### src/rtl/bmf_pkg.sv
// Shared types and constants of the MP4 top-level box finder.
package bmf_pkg;

  // Result codes carried in the status field.
  typedef enum logic [1:0] {
    ST_FOUND     = 2'd0,
    ST_BAD_SIZE  = 2'd1,
    ST_NOT_FOUND = 2'd2
  } status_e;

  // One input beat: a file byte and the end-of-file flag.
  typedef struct packed {
    logic [7:0] data_byte;
    logic       last_byte;
  } in_beat_t;

  // One output beat.
  typedef struct packed {
    status_e     status;
    logic [31:0] box_offset;
    logic [31:0] box_size;
  } out_beat_t;

  // Classification the front attaches to each byte before it is queued.
  typedef struct packed {
    logic [7:0] data_byte;
    logic       last_byte;
    logic       in_range;
  } byte_tag_t;

  localparam logic [31:0] TARGET_RESET = 32'h6D6F6F76;  // "moov"
  localparam logic [3:0]  HDR_BYTES    = 4'd8;
  localparam logic [31:0] HDR_SIZE_MIN = 32'd8;

  localparam int unsigned QUEUE_DEPTH = 4;
  localparam int unsigned QPTR_BITS   = $clog2(QUEUE_DEPTH);
  localparam int unsigned QCNT_BITS   = $clog2(QUEUE_DEPTH + 1);

  // Configuration register indexes.
  localparam logic REG_TARGET_NAME = 1'b0;

endpackage

### src/rtl/bmf_front.sv
// Front end: accept byte beats, track the saturating file position, tag each byte.
module bmf_front #(
  parameter int unsigned OFFSET_BITS = 32
) (
  input  logic                        clk_i,
  input  logic                        rst_ni,
  input  logic                        in_valid_i,
  input  bmf_pkg::in_beat_t           in_data_i,
  input  logic                        q_full_i,
  output logic                        in_stall_o,
  output logic                        push_o,
  output bmf_pkg::byte_tag_t          push_tag_o,
  output logic [OFFSET_BITS-1:0]      push_pos_o
);
  import bmf_pkg::*;

  localparam logic [OFFSET_BITS-1:0] POS_MAX = '1;

  logic [OFFSET_BITS-1:0] pos_q, pos_d;
  logic                   in_range;

  assign in_stall_o = q_full_i;
  assign push_o     = in_valid_i && !q_full_i;
  assign in_range   = (pos_q != POS_MAX);

  always_comb begin
    push_tag_o.data_byte = in_data_i.data_byte;
    push_tag_o.last_byte = in_data_i.last_byte;
    push_tag_o.in_range  = in_range;
    push_pos_o           = pos_q;
  end

  // Advance the position per byte, hold it when saturated, clear at end of file.
  always_comb begin
    pos_d = pos_q;
    if (push_o) begin
      if (in_data_i.last_byte) begin
        pos_d = '0;
      end else if (in_range) begin
        pos_d = pos_q + OFFSET_BITS'(1);
      end
    end
  end

  always_ff @(posedge clk_i or negedge rst_ni) begin
    if (!rst_ni) begin
      pos_q <= '0;
    end else begin
      pos_q <= pos_d;
    end
  end

endmodule

### src/rtl/bmf_queue.sv
// Short queue between the front end and the box walker.
module bmf_queue #(
  parameter int unsigned WIDTH = 43
) (
  input  logic             clk_i,
  input  logic             rst_ni,
  input  logic             push_i,
  input  logic [WIDTH-1:0] push_data_i,
  output logic             full_o,
  input  logic             pop_i,
  output logic             valid_o,
  output logic [WIDTH-1:0] head_o
);
  import bmf_pkg::*;

  logic [WIDTH-1:0]     mem_q [QUEUE_DEPTH];
  logic [QPTR_BITS-1:0] wr_ptr_q, rd_ptr_q;
  logic [QCNT_BITS-1:0] count_q;

  assign full_o  = (count_q == QCNT_BITS'(QUEUE_DEPTH));
  assign valid_o = (count_q != '0);
  assign head_o  = mem_q[rd_ptr_q];

  always_ff @(posedge clk_i) begin
    if (push_i) begin
      mem_q[wr_ptr_q] <= push_data_i;
    end
  end

  always_ff @(posedge clk_i or negedge rst_ni) begin
    if (!rst_ni) begin
      wr_ptr_q <= '0;
      rd_ptr_q <= '0;
      count_q  <= '0;
    end else begin
      if (push_i) begin
        wr_ptr_q <= QPTR_BITS'(wr_ptr_q + 1'b1);
      end
      if (pop_i) begin
        rd_ptr_q <= QPTR_BITS'(rd_ptr_q + 1'b1);
      end
      case ({push_i, pop_i})
        2'b10:   count_q <= QCNT_BITS'(count_q + 1'b1);
        2'b01:   count_q <= QCNT_BITS'(count_q - 1'b1);
        default: count_q <= count_q;
      endcase
    end
  end

endmodule

### src/rtl/bmf_walker.sv
// Box walker: collect headers, check size and type, follow the chain, hold the result.
module bmf_walker #(
  parameter int unsigned OFFSET_BITS = 32
) (
  input  logic                   clk_i,
  input  logic                   rst_ni,
  input  logic [31:0]            target_i,
  input  logic                   q_valid_i,
  input  bmf_pkg::byte_tag_t     q_tag_i,
  input  logic [OFFSET_BITS-1:0] q_pos_i,
  output logic                   pop_o,
  output logic                   out_valid_o,
  output bmf_pkg::out_beat_t     out_data_o,
  input  logic                   out_stall_i
);
  import bmf_pkg::*;

  localparam logic [OFFSET_BITS-1:0] POS_MAX = '1;
  localparam int unsigned SUM_BITS = ((OFFSET_BITS > 32) ? OFFSET_BITS : 32) + 1;

  logic [OFFSET_BITS-1:0] nho_q, nho_d;
  logic [63:0]            shift_q, shift_d;
  logic [3:0]             cnt_q, cnt_d;
  logic                   pend_q, pend_d;
  logic                   done_q, done_d;

  logic                   out_valid_q;
  out_beat_t              out_q;

  logic                   res_vld;
  out_beat_t              res;
  logic [31:0]            hdr_size;
  logic [31:0]            hdr_type;
  logic [SUM_BITS-1:0]    sum;
  logic                   sum_sat;

  // Take a byte only when the output slot is free or drains this cycle.
  assign pop_o       = q_valid_i && (!out_valid_q || !out_stall_i);
  assign out_valid_o = out_valid_q;
  assign out_data_o  = out_q;

  assign hdr_size = shift_q[63:32];
  assign hdr_type = shift_q[31:0];
  assign sum      = SUM_BITS'(nho_q) + SUM_BITS'(hdr_size);
  assign sum_sat  = |sum[SUM_BITS-1:OFFSET_BITS];

  always_comb begin
    nho_d   = nho_q;
    shift_d = shift_q;
    cnt_d   = cnt_q;
    pend_d  = pend_q;
    done_d  = done_q;
    res_vld = 1'b0;
    res     = '{status: ST_NOT_FOUND, box_offset: 32'd0, box_size: 32'd0};
    if (pop_o) begin
      if (!done_q && q_tag_i.in_range) begin
        if (pend_q) begin
          pend_d  = 1'b0;
          cnt_d   = '0;
          shift_d = '0;
          if (hdr_size < HDR_SIZE_MIN) begin
            res_vld = 1'b1;
            res     = '{status: ST_BAD_SIZE, box_offset: 32'(nho_q), box_size: hdr_size};
            done_d  = 1'b1;
          end else if (hdr_type == target_i) begin
            res_vld = 1'b1;
            res     = '{status: ST_FOUND, box_offset: 32'(nho_q), box_size: hdr_size};
            done_d  = 1'b1;
          end else if (sum_sat) begin
            nho_d = POS_MAX;
          end else begin
            nho_d = sum[OFFSET_BITS-1:0];
          end
        end
        // Shift in a header byte while collecting, or where a new header starts.
        if (!done_d && ((cnt_d != '0) || (q_pos_i == nho_d))) begin
          shift_d = {shift_d[55:0], q_tag_i.data_byte};
          cnt_d   = 4'(cnt_d + 4'd1);
          if (cnt_d >= HDR_BYTES) begin
            pend_d = 1'b1;
          end
        end
      end
      if (q_tag_i.last_byte) begin
        if (!done_d) begin
          res_vld = 1'b1;
          res     = '{status: ST_NOT_FOUND, box_offset: 32'd0, box_size: 32'd0};
        end
        nho_d   = '0;
        shift_d = '0;
        cnt_d   = '0;
        pend_d  = 1'b0;
        done_d  = 1'b0;
      end
    end
  end

  always_ff @(posedge clk_i or negedge rst_ni) begin
    if (!rst_ni) begin
      nho_q       <= '0;
      shift_q     <= '0;
      cnt_q       <= '0;
      pend_q      <= 1'b0;
      done_q      <= 1'b0;
      out_valid_q <= 1'b0;
    end else begin
      nho_q   <= nho_d;
      shift_q <= shift_d;
      cnt_q   <= cnt_d;
      pend_q  <= pend_d;
      done_q  <= done_d;
      if (pop_o && res_vld) begin
        out_valid_q <= 1'b1;
      end else if (!out_stall_i) begin
        out_valid_q <= 1'b0;
      end
    end
  end

  always_ff @(posedge clk_i) begin
    if (pop_o && res_vld) begin
      out_q <= res;
    end
  end

  a_cnt_bound: assert property (@(posedge clk_i) disable iff (!rst_ni)
    cnt_q <= HDR_BYTES)
    else $error("header byte count above header length");

  a_pend_full: assert property (@(posedge clk_i) disable iff (!rst_ni)
    pend_q |-> (cnt_q == HDR_BYTES))
    else $error("pending check without a full header");

  a_eof_clear: assert property (@(posedge clk_i) disable iff (!rst_ni)
    (pop_o && q_tag_i.last_byte) |=> (!done_q && !pend_q && (cnt_q == '0)
                                      && (nho_q == '0)))
    else $error("walk state not cleared after end of file");

  a_eof_result: assert property (@(posedge clk_i) disable iff (!rst_ni)
    (pop_o && q_tag_i.last_byte && !done_q) |=> out_valid_q)
    else $error("end of file without a result");

endmodule

### src/rtl/mp4_top_level_box_finder_unit.sv
// Top level of the MP4 top-level box finder: register port, front end, queue, walker.
//
// Usage: feed a file one byte per input beat on in_data_i, with last_byte set on
// the final byte. The block walks the chain of top-level boxes and gives exactly
// one output beat per file: found (offset and size of the first box whose type
// equals target_name), bad_size (a box size below 8), or not_found on the last
// byte when the chain runs off the end of the file.
// target_name sits at byte address 0 of the APB port; reset value is "moov".
// Write it only while no file is in flight.
// Throughput: one byte per cycle while the result channel is not stalled, bounded
// by the walker's single pass per byte (header shift, next-offset add and compare).
// The byte that causes a result passes the queue write and then the output register,
// where the result becomes valid.
// Reset clears the position, queue and walk state and restores target_name.
// When the receiver stalls, the result holds and the walker leaves the next byte
// at the queue head; the four-entry queue then fills and in_stall_o rises.
module mp4_top_level_box_finder_unit #(
  parameter int unsigned OFFSET_BITS = 32
) (
  input  logic                clk_i,
  input  logic                rst_ni,
  // byte channel
  input  logic                in_valid_i,
  input  bmf_pkg::in_beat_t   in_data_i,
  output logic                in_stall_o,
  // result channel
  output logic                out_valid_o,
  output bmf_pkg::out_beat_t  out_data_o,
  input  logic                out_stall_i,
  // configuration port
  input  logic                psel,
  input  logic                penable,
  input  logic                pwrite,
  input  logic [2:0]          paddr,
  input  logic [31:0]         pwdata,
  output logic [31:0]         prdata,
  output logic                pready
);
  import bmf_pkg::*;

  localparam int unsigned ENTRY_BITS = $bits(byte_tag_t) + OFFSET_BITS;

  logic [31:0]            target_q;
  logic                   reg_sel;

  logic                   q_full;
  logic                   push;
  byte_tag_t              push_tag;
  logic [OFFSET_BITS-1:0] push_pos;
  logic                   pop;
  logic                   q_valid;
  logic [ENTRY_BITS-1:0]  q_head;
  byte_tag_t              head_tag;
  logic [OFFSET_BITS-1:0] head_pos;

  // Register port: one 32-bit register, no wait states.
  assign pready  = 1'b1;
  assign reg_sel = (paddr[2] == REG_TARGET_NAME);
  assign prdata  = reg_sel ? target_q : 32'd0;

  always_ff @(posedge clk_i or negedge rst_ni) begin
    if (!rst_ni) begin
      target_q <= TARGET_RESET;
    end else if (psel && penable && pwrite && pready && reg_sel) begin
      target_q <= pwdata;
    end
  end

  // Front end: accept beats and tag them with position and range.
  bmf_front #(
    .OFFSET_BITS(OFFSET_BITS)
  ) u_front (
    .clk_i      (clk_i),
    .rst_ni     (rst_ni),
    .in_valid_i (in_valid_i),
    .in_data_i  (in_data_i),
    .q_full_i   (q_full),
    .in_stall_o (in_stall_o),
    .push_o     (push),
    .push_tag_o (push_tag),
    .push_pos_o (push_pos)
  );

  // Queue: decouple the front end from a stalled walker.
  bmf_queue #(
    .WIDTH(ENTRY_BITS)
  ) u_queue (
    .clk_i       (clk_i),
    .rst_ni      (rst_ni),
    .push_i      (push),
    .push_data_i ({push_tag, push_pos}),
    .full_o      (q_full),
    .pop_i       (pop),
    .valid_o     (q_valid),
    .head_o      (q_head)
  );

  assign head_tag = byte_tag_t'(q_head[ENTRY_BITS-1:OFFSET_BITS]);
  assign head_pos = q_head[OFFSET_BITS-1:0];

  // Walker: follow the box chain and drive the result channel.
  bmf_walker #(
    .OFFSET_BITS(OFFSET_BITS)
  ) u_walker (
    .clk_i       (clk_i),
    .rst_ni      (rst_ni),
    .target_i    (target_q),
    .q_valid_i   (q_valid),
    .q_tag_i     (head_tag),
    .q_pos_i     (head_pos),
    .pop_o       (pop),
    .out_valid_o (out_valid_o),
    .out_data_o  (out_data_o),
    .out_stall_i (out_stall_i)
  );

endmodule
### config.mk
export PLATFORM = sky130hd
export DESIGN_NAME = mp4_top_level_box_finder_unit
export DESIGN_NICKNAME = d
export VERILOG_FILES = /design/src/rtl/bmf_pkg.sv /design/src/rtl/bmf_front.sv /design/src/rtl/bmf_queue.sv /design/src/rtl/bmf_walker.sv /design/src/rtl/mp4_top_level_box_finder_unit.sv
export SDC_FILE = /design/constraint.sdc
export NUM_CORES = 1
export LEC_CHECK = 0
export BUFFER_PORTS_ARGS = -buffer_cell sky130_fd_sc_hd__buf_2
export CORE_AREA = 3 3 254 181
export DETAILED_ROUTE_END_ITERATION = 6
export DIE_AREA = 0 0 257 184
export GPL_TIMING_DRIVEN = 0
export PLACE_DENSITY = 0.7
export REMOVE_ABC_BUFFERS = 1
export SLEW_MARGIN = 25
export SYNTH_ARGS = -nofsm -noshare
export SYNTH_HDL_FRONTEND = slang
export SYNTH_SLANG_ARGS = --single-unit
export TNS_END_PERCENT = 1
### constraint.sdc
create_clock -name clk_i -period 8.27 [get_ports clk_i]
set_input_delay 1.654 -clock clk_i [delete_from_list [all_inputs] [get_ports clk_i]]
set_output_delay 1.654 -clock clk_i [all_outputs]
set_load 0.005 [all_outputs]
* Word-level counts from Yosys, hierarchy flattened
Memories as Yosys holds them, arrays and structs flattened.
Index checks and enable logic that the tools add are counted.
** Operators by class
- $add $sub $neg :: 7
- Order comparisons :: 2
- Eq/ne operators :: 7
- Multiplexer cells :: 51
- Bitwise gates (word level) :: 1
- Reduce and logical (&&, ||, !) cells :: 24
** Operators by type and width (count)
- two-way mux 66 bit :: 6
- two-way mux 32 bit :: 11
- two-way mux 64 bit :: 4
- == test 32 bit :: 2
- adder 32 x 32 -> 33 bit :: 1
- adder 32 x 1 -> 32 bit, second input constant :: 1
- less-than comparator 32 x 4 -> 1 bit, second input constant :: 1
- inequality test 32 bit, second input constant :: 1
- two-way mux 4 bit :: 6
- two-way mux 1 bit :: 23
- logical AND 1 bit :: 8
- case mux 3 bit (2 select lines) :: 1
- nonzero test 2 bit :: 3
- nonzero test 3 bit :: 2
- logical NOT 1 bit :: 5
- adder 2 x 1 -> 2 bit, second input constant :: 2
- adder 4 x 1 -> 4 bit, second input constant :: 1
- >= comparator 4 bit, second input constant :: 1
- AND reduction 2 bit :: 2
- nonzero test 4 bit :: 1
- adder 3 x 1 -> 3 bit, second input constant :: 1
- == test 3 bit, second input constant :: 1
- AND reduction 3 bit :: 1
- subtractor 3 x 1 -> 3 bit, second input constant :: 1
- other kinds (5) :: 6
** Word-level totals
- Register bits :: 240
- Bits in writable memories :: 168
- Input bits :: 51
- Output and inout port bits :: 101
- Word-level logic and storage cells :: 108
- Memories kept :: 1
** Memory list
- u_queue.mem_q :: words 4, width 42, rd ports 1, clocked after Yosys merged registers in 0, wr ports 1, line bmf_queue.sv:16 : logic [WIDTH-1:0] mem_q [QUEUE_DEPTH];

* Longest topological paths before layout
Gate-level depths: netlist of the first run.
- Depth in word-level cells :: 13
- Depth in mapped cells :: 18
- Depth with buffers taken out :: 15

* Modules after synthesis
Synthesis of the first run repeated with hierarchy kept, for this count alone.
** Unflattened totals
- Cell total of the unflattened synthesis :: 1637
- Area, all modules :: 20472.1 um^2
** Modules (own cells, without submodules)
- bmf_walker :: instances 1, cells each 1017, area an instance 10152.2 um^2, seq. area each 4559.4 um^2
- bmf_queue :: instances 1, cells each 256, area an instance 6518.8 um^2, seq. area each 5220.0 um^2
- bmf_front :: instances 1, cells each 259, area an instance 2219.6 um^2, seq. area each 800.8 um^2
- mp4_top_level_box_finder_unit :: instances 1, cells each 105, area an instance 1581.5 um^2, seq. area each 828.3 um^2

* Worst setup path after synthesis of the first run
No wires, ideal clock.
- Kind :: in2reg
- Start point :: in out_stall_i
- End point :: reg u_walker.out_q, in the netlist u_walker.out_data_o[0], enable pin
- Library setup time :: 0.584 ns
- Arrival time :: 6.803 ns
- Data required time :: 7.686 ns
- Path slack :: 0.883 ns
- Stages on the path :: 3
- Buffers on the path :: 0
- Cells stage by stage :: a21oi_1 nand2_1 o21ai_0
** Between the ends
- Cells in the longest elaborated chain, start to end :: 5
** RTL lines
- start: declaration :: line mp4_top_level_box_finder_unit.sv:29 : input logic out_stall_i,
- logical NOT 1 bit * :: line bmf_walker.sv:38 : assign pop_o = q_valid_i && (!out_valid_q || !out_stall_i);
- logical OR 1 bit * :: line bmf_walker.sv:38
- logical AND 1 bit * :: line bmf_walker.sv:38
- two-way mux 1 bit :: line bmf_walker.sv:55 : if (pop_o) begin
- logical AND 1 bit * :: line bmf_walker.sv:121 : if (pop_o && res_vld) begin
- end signal: assignment :: line bmf_walker.sv:122 : out_q <= res;
- end: declaration :: line bmf_walker.sv:28 : out_beat_t out_q;
Mark *: on every way between the ends. The rest lies on a longest branch, timed or not.
A chain may end at the register's enable or synchronous reset.

* Worst setup path in the final report of the first run
- Start point :: reg u_walker.nho_q[0]
- End point :: reg u_walker.shift_q[52]
** Between the ends
- Cells in the longest elaborated chain, start to end :: 13
** RTL lines
- start: declaration :: line bmf_walker.sv:21 : logic [OFFSET_BITS-1:0] nho_q, nho_d;
- start signal: assignment :: line bmf_walker.sv:107 : nho_q <= nho_d;
- adder 32 x 32 -> 33 bit :: line bmf_walker.sv:44 : assign sum = SUM_BITS'(nho_q) + SUM_BITS'(hdr_size);
- two-way mux 32 bit :: line bmf_walker.sv:69 : end else if (sum_sat) begin
- two-way mux 32 bit :: line bmf_walker.sv:65 : end else if (hdr_type == target_i) begin
- two-way mux 32 bit :: line bmf_walker.sv:61 : if (hdr_size < HDR_SIZE_MIN) begin
- two-way mux 32 bit * :: line bmf_walker.sv:57 : if (pend_q) begin
- two-way mux 32 bit * :: line bmf_walker.sv:56 : if (!done_q && q_tag_i.in_range) begin
- two-way mux 32 bit * :: line bmf_walker.sv:55
- == test 32 bit * :: line bmf_walker.sv:76 : if (!done_d && ((cnt_d != '0) || (q_pos_i == nho_d))) begin
- logical OR 1 bit * :: line bmf_walker.sv:76
- logical AND 1 bit * :: line bmf_walker.sv:76
- two-way mux 64 bit * :: line bmf_walker.sv:76
- two-way mux 64 bit * :: line bmf_walker.sv:56
- two-way mux 64 bit * :: line bmf_walker.sv:84 : if (q_tag_i.last_byte) begin
- end signal: assignment :: line bmf_walker.sv:108 : shift_q <= shift_d;
- end: declaration :: line bmf_walker.sv:22 : logic [63:0] shift_q, shift_d;
Mark *: on every way between the ends. The rest lies on a longest branch, timed or not. The select of a mux whose other input is x is not followed.

==> flow_summary.ini, run 1 <==
[outcome]
status = complete, no violations

[floorplanning]
core.rowCount = 64
dieArea_um2 = 47300
dieHeight_um = 184
ios = 152
fp.dieW_um = 257
start_util_pct = 44.9
fp.coreArea_um2 = 43600

[drt]
ant_nets = 0
first_iter_violations = 1289
drt-pass1-iter-count = 5
routed_wl_um = 50000
drc = 0
vias_per_cell = 5.73
wl_per_cell_um = 21.6
vias = 13248

[synthesis]
synth-xor-area-share_pct = 4.65
synth-warning-count = 0
synth_edf_count = 234
netlist-cell-type-count = 80
synth_top_family_by_area = compound AO/OA/AOI/OAI gates
synthTopCellsByArea = edfxtp_1, dfrtp_1, mux4_2, dfstp_2, a22o_1
yosysTopAreaCell = edfxtp_1
synthAdderAreaFrac_pct = 2.76
synth_area_um2 = 19600
synth-main-ff-cell = edfxtp_1
synth_compound_area_share_pct = 12.2
synth.avg_cell_area_um2 = 12.6
synth_mux_area_share_pct = 7.61
yosys_register_bits = 408
yosysTopAreaCellShare_pct = 35.8
ys_async_sr_fraction_pct = 42.6
synthSimpleGateAreaFrac_pct = 12.1
synthCells = 1556
yosysSeqAreaShare_pct = 58.2

[min_path]
min_to = u_queue.count_q[0]
min_path_type = reg -> reg
worstHoldStart = u_queue.count_q[0]
min_path_cells = 1

[power_and_ir_drop]
total_power_w = 0.00636
powerDensity_nw_per_um2 = 282
peakVddDrop_mv = 0.232
power_leakage_nw = 9.13

[cts]
numCtsBuffers = 40
root_buffer = clkbuf_16
cts.sinks = 408
worstSkewPairLatency_ps = 550
cts_resized = 0
post_cts_buffers = 0
cts_tree = done
cts_htree_levels = 2
hold_buffers = 0
path_clk_slew_ps = 70
cts.path.max_buffers = 3

[cells_and_area]
final_nets = 1780
drive_gt1_share_pct = 21.1
nFillCells = 3716
antenna_cells = 0
area_growth_pct = 14.8
fin_area_um2 = 22500

[global_routing]
grt_max_degree = 87
grt_pass1_vias = 12927
grt_usage_pct = 21.0
antenna_found_initial = 1
grt_pass1_wl_um = 77300
overflow = 0

[sta]
period_share_pct = 73.3
skew_ps = 23.2
min_period_ps = 6060
relSlewSlack_pct = 26.7
drv_slew = 0
clock.fmax_mhz = 165
hold_viol = 0
layout_setup_ws_ps = 2210
worstMarginPinSlew_ps = 1100
setup_viol = 0
worst_hold_slack_ps = 507
rsz0062_at_grt = false

[worst_setup_path]
critPathBufInv = 1
r2r_cells = 16
cp-startpoint = u_walker.nho_q[0]
slowest_delay_ps = 870
timing.rr.start = u_walker.nho_q[0]
path_class = reg -> reg
crit_slowest_cell = nor2_2
cp-end-kind = flop
cp_cell_sequence = ha_1 -> fa_1 -> a211oi_1 -> o21ai_1 -> nand4_1 -> a211oi_2 -> nor2_2 -> a2bb2oi_1 -> nor2_1 -> or4_1 -> or4_4 -> o31ai_4 -> o21bai_1 -> and2_2 -> buf_12 -> a22o_1
crit_family = simple AND/OR/NAND/NOR gates
crit_path_start_kind = flop
cp_max_fo = 35
worstReg2RegEnd = u_walker.shift_q[52]
cp.arrival_ps = 6530
worst_ep_required_time_ps = 8740
regToRegSetupSlack_ps = 2210

[place]
hpwl_um = 35900
gp_congestion = 0.913
io_buffer_count = 148
dp_slack_ps = 2380
placed_area_um2 = 21000

[run]
maxCapViolations = 0
## sequential cells by signal (all words and copies together), names as in the netlist
register	cells
u_queue.mem_q	168
u_walker.done_q	1
u_queue.count_q	3
u_queue.wr_ptr_q	2
u_walker.nho_q	32
u_walker.shift_q	64
u_walker.cnt_q	4
u_walker.out_data_o	66
u_queue.rd_ptr_q	2
target_q	32
u_front.push_pos_o	32
u_walker.pend_q	1
u_walker.out_valid_o	1
## kinds of logic after synthesis
kind of cell,after synthesis
AO/OA/AOI/OAI,338
XOR/XNOR,104
adder cells (fa/ha/maj),42
buffers and inverters,104
flip-flops,408
multiplexers,102
other,1
AND/OR/NAND/NOR,457
## per-layer routing
| layer | wire, um | global-route usage (%) | up-vias | part of all wire [%] |
|---|---|---|---|---|
| met2 | 21500 | 31.1 | 443 | 43 |
| met3 | 3660 | 3.97 | 80 | 7.3 |
| li1 | - | - | 6119 | - |
| met5 | 0 | 0 | - | 0 |
| met1 | 23800 | 32.1 | 6606 | 48 |
| met4 | 945 | 4.78 | 0 | 1.9 |
## worst max path at each step
stage,cells after the start,to
after floorplan,3,u_walker.out_data_o[0]
after global placement,6,u_walker.out_data_o[50]
after detailed placement,16,u_walker.shift_q[61]
after CTS,16,u_walker.shift_q[52]
after global routing,16,u_walker.shift_q[52]
final,16,u_walker.shift_q[52]
## synth_stat cells (5+ instances only)
master / number
or3_1: 13
o21a_1: 8
o21bai_1: 6
mux2i_1: 22
a21o_1: 21
mux4_2: 33
buf_1: 5
nand4_1: 28
edfxtp_1: 234
and2_1: 64
and3_1: 12
a22o_1: 61
nor2_1: 96
a211oi_1: 16
a21oi_1: 78
o22ai_1: 7
ha_1: 40
buf_2: 20
nor2b_1: 34
inv_1: 31
buf_6: 9
mux2_2: 47
a221o_1: 5
nand3_1: 24
and4_1: 6
a32o_1: 10
nand2_1: 110
dfstp_2: 22
clkbuf_1: 33
nor4_1: 19
xnor2_1: 59
dfrtp_1: 152
a211o_1: 6
o21ai_0: 59
nor3_1: 14
o21ai_1: 7
nand2b_1: 9
xor2_1: 45
## report_power, final
group	internal (W)	switching [W]	leakage, nW
clock	0.00124	0.000784	0.712
combinational	0.000621	0.000960	3.77
sequential	0.00259	0.000171	4.65
total	0.00444	0.00191	9.13
## layout make-up
class	count	area, um2	share of cell area [%]
tap	594	743	3.30
clock inverter	26	405	1.80
timing repair buffer	161	1030	4.57
multi-input combinational	1044	7740	34.4
clock buffer	47	1060	4.70
inverter	32	120	0.534
sequential	408	11400	50.7
## through the flow
| step | util [%] | cells | TNS [ps] |
|---|---|---|---|
| after floorplan | - | 1484 | 0 |
| after global placement | 47.4 | 2226 | -188500 |
| after detailed placement | 48.2 | 2239 | 0 |
| after CTS | 51.6 | 2312 | 0 |
| after global routing | 51.6 | 2312 | 0 |
| final | 51.6 | 2312 | 0 |
## cell usage in the layout (no fill, tap or decap), types with 28 or more instances in the layout
cell and instances:
mux4_2 33, a22o_1 61, nand4_1 28, dfrtp_1 150
clkbuf_16 41, nor2b_1 34, nand2_1 109, a21oi_1 78
o21ai_0 58, and2_1 60, inv_1 31, ha_1 40
nor2_1 94, buf_2 147, xnor2_1 59, xor2_1 45
mux2_2 47, edfxtp_1 234
Power figures use the tool's default switching activity.
==> run 2, diff against run 1 <==
Settings changed: PLACE_DENSITY 0.7 to 0.73.
Clock period 8.27 ns to 4.9 ns, I/O delays scaled along.
==> flow_summary.ini, run 2 (synthesized netlist as in run 1, its figures left out) <==
[outcome]
status = complete, no violations

[drt]
wl_per_cell_um = 22.1
routed_wl_um = 51700
vias = 13577
vias_per_cell = 5.81
drt-pass1-iter-count = 5
ant_nets = 0
drc = 0
first_iter_violations = 1315

[cells_and_area]
largest_register = u_queue.mem_q
layout_common_cells = edfxtp_1, buf_2, dfrtp_1, nand2_1, nor2_1
final_common_cell = edfxtp_1
drive_gt1_share_pct = 24.3
largest_register_ffs = 168
fin_area_um2 = 22800
antenna_cells = 0
final_nets = 1808
fin_util_pct = 52.2
area_growth_pct = 16.3
nFillCells = 3705

[place]
io_buffer_count = 148
gp_congestion = 0.920
hpwl_um = 35500
placed_area_um2 = 21000

[power_and_ir_drop]
powerDensity_nw_per_um2 = 457
power_leakage_nw = 9.17
peakVddDrop_mv = 0.353

[global_routing]
grt_usage_pct = 21.4
antenna_found_initial = 0
grt_pass1_wl_um = 78500
overflow = 0
grt_pass1_vias = 13073
grt_max_degree = 90

[cts]
path_clk_slew_ps = 70
root_buffer = clkbuf_16
hold_buffers = 0
cts_tree = done
worstSkewPairLatency_ps = 540
numCtsBuffers = 39
cts_htree_levels = 2
cts.sinks = 408
cts.path.max_buffers = 3

[worst_setup_path]
cp_cell_sequence = ha_2 -> a21oi_1 -> o21ai_0 -> a221o_1 -> a21o_4 -> nor2_4 -> a2bb2oi_1 -> nor2_1 -> or4_1 -> or4_4 -> o31ai_4 -> buf_4 -> nor3_4 -> o311a_1 -> a221o_1
crit_path_start_kind = flop
cp-end-kind = flop
crit_slowest_cell = or4_4
r2r_cells = 15
worst_path_most_repeated_cell = a221o_1
path_class = reg -> reg
slowest_delay_ps = 540
cp.arrival_ps = 5190
cp_max_fo = 13
worst_ep_required_time_ps = 5320

[floorplanning]
dieArea_um2 = 47300
start_util_pct = 44.9
fp.coreArea_um2 = 43600
fp.dieW_um = 257
ios = 152
dieHeight_um = 184
core.rowCount = 64

[sta]
period_share_pct = 97.4
skew_ps = 23.5
worstMarginPinSlew_ps = 946
setup_viol = 0
clock.fmax_mhz = 210
relSlewSlack_pct = 36.7
drv_slew = 0
min_period_ps = 4770
hold_viol = 0

[min_path]
min_path_type = in -> async

[run]
maxCapViolations = 0
==> run 2: changes by cell type in the layout (fill, tap and decap cells not counted), sizes merged, moves of 2 or more <==
| cell | before | now |
|---|---|---|
| clkbuf | 47 | 52 |
| a21o | 21 | 24 |
| clkinvlp | 1 | 5 |
| clkinv | 12 | 10 |
| bufinv | 10 | 2 |
| buf | 161 | 184 |
==> run 2: area by class of cell <==
cell class | count | area [um2] | area share [%]
clock buffer | 51 | 1060 | 4.66
timing repair buffer | 185 | 1240 | 5.44
multi-input combinational | 1049 | 8040 | 35.3
inverter | 32 | 120 | 0.527
clock inverter | 19 | 165 | 0.725
tap | 594 | 743 | 3.26
sequential | 408 | 11400 | 50.1
==> run 2: worst paths after layout <==
kind | endpoint | slack, ps | startpoint
setup reg to reg | u_walker.cnt_q[2] | 130 | u_walker.nho_q[19]
max in group asynchronous | u_front.push_pos_o[6] | 3570 | rst_ni
min in group clk_i | u_walker.out_valid_o | 500 | u_walker.out_valid_o
setup / recovery | u_walker.cnt_q[2] | 130 | u_walker.nho_q[19]
hold / removal | target_q[31] | 210 | rst_ni
hold reg to reg | u_walker.out_valid_o | 500 | u_walker.out_valid_o
==> run 2: worst max-delay path: cells and delay by family, from the launching register on <==
family          cells  cell delay, ps
compound gates      8            2220
fa+ha+maj           1             400
buf+inv             1             190
flops               1             470
simple gates        5            1400
==> run 2: per-layer routing <==
metal  wire (um)  GRT usage, %  vias up
li1            -             -     6165
met1       23900          32.5     6792
met2       22500          31.6      538
met3        4220          4.34       82
met4        1100          5.07        0
met5           0             0        -
==> run 2: through the flow <==
stage | hold slack, ps | setup WS [ps] | setup TNS [ps] | total power [W] | std cells
after floorplan | 457 | -2620 | -223570 | 0.00628 | 1484
after global placement | 478 | -5660 | -635330 | 0.00717 | 2226
after detailed placement | 494 | -877 | -55700 | 0.00743 | 2238
after CTS | 192 | 4.28 | 0 | 0.0104 | 2320
after global routing | 187 | -25.9 | -678 | 0.0109 | 2338
final | 215 | 129 | 0 | 0.0104 | 2338
==> run 2: what timing repair did <==
item	in CTS	in global routing
endpoints found under the setup margin	67	67
cloned	4	2
gates resized for setup	19	41
buffers inserted	8	16
pin swaps	7	15
==> run 2: report_power, final <==
part | total [W] | internal [W] | switching, W
clock | 0.00294 | 0.00164 | 0.00129
combinational | 0.00279 | 0.00109 | 0.00169
sequential | 0.00468 | 0.00436 | 0.000320
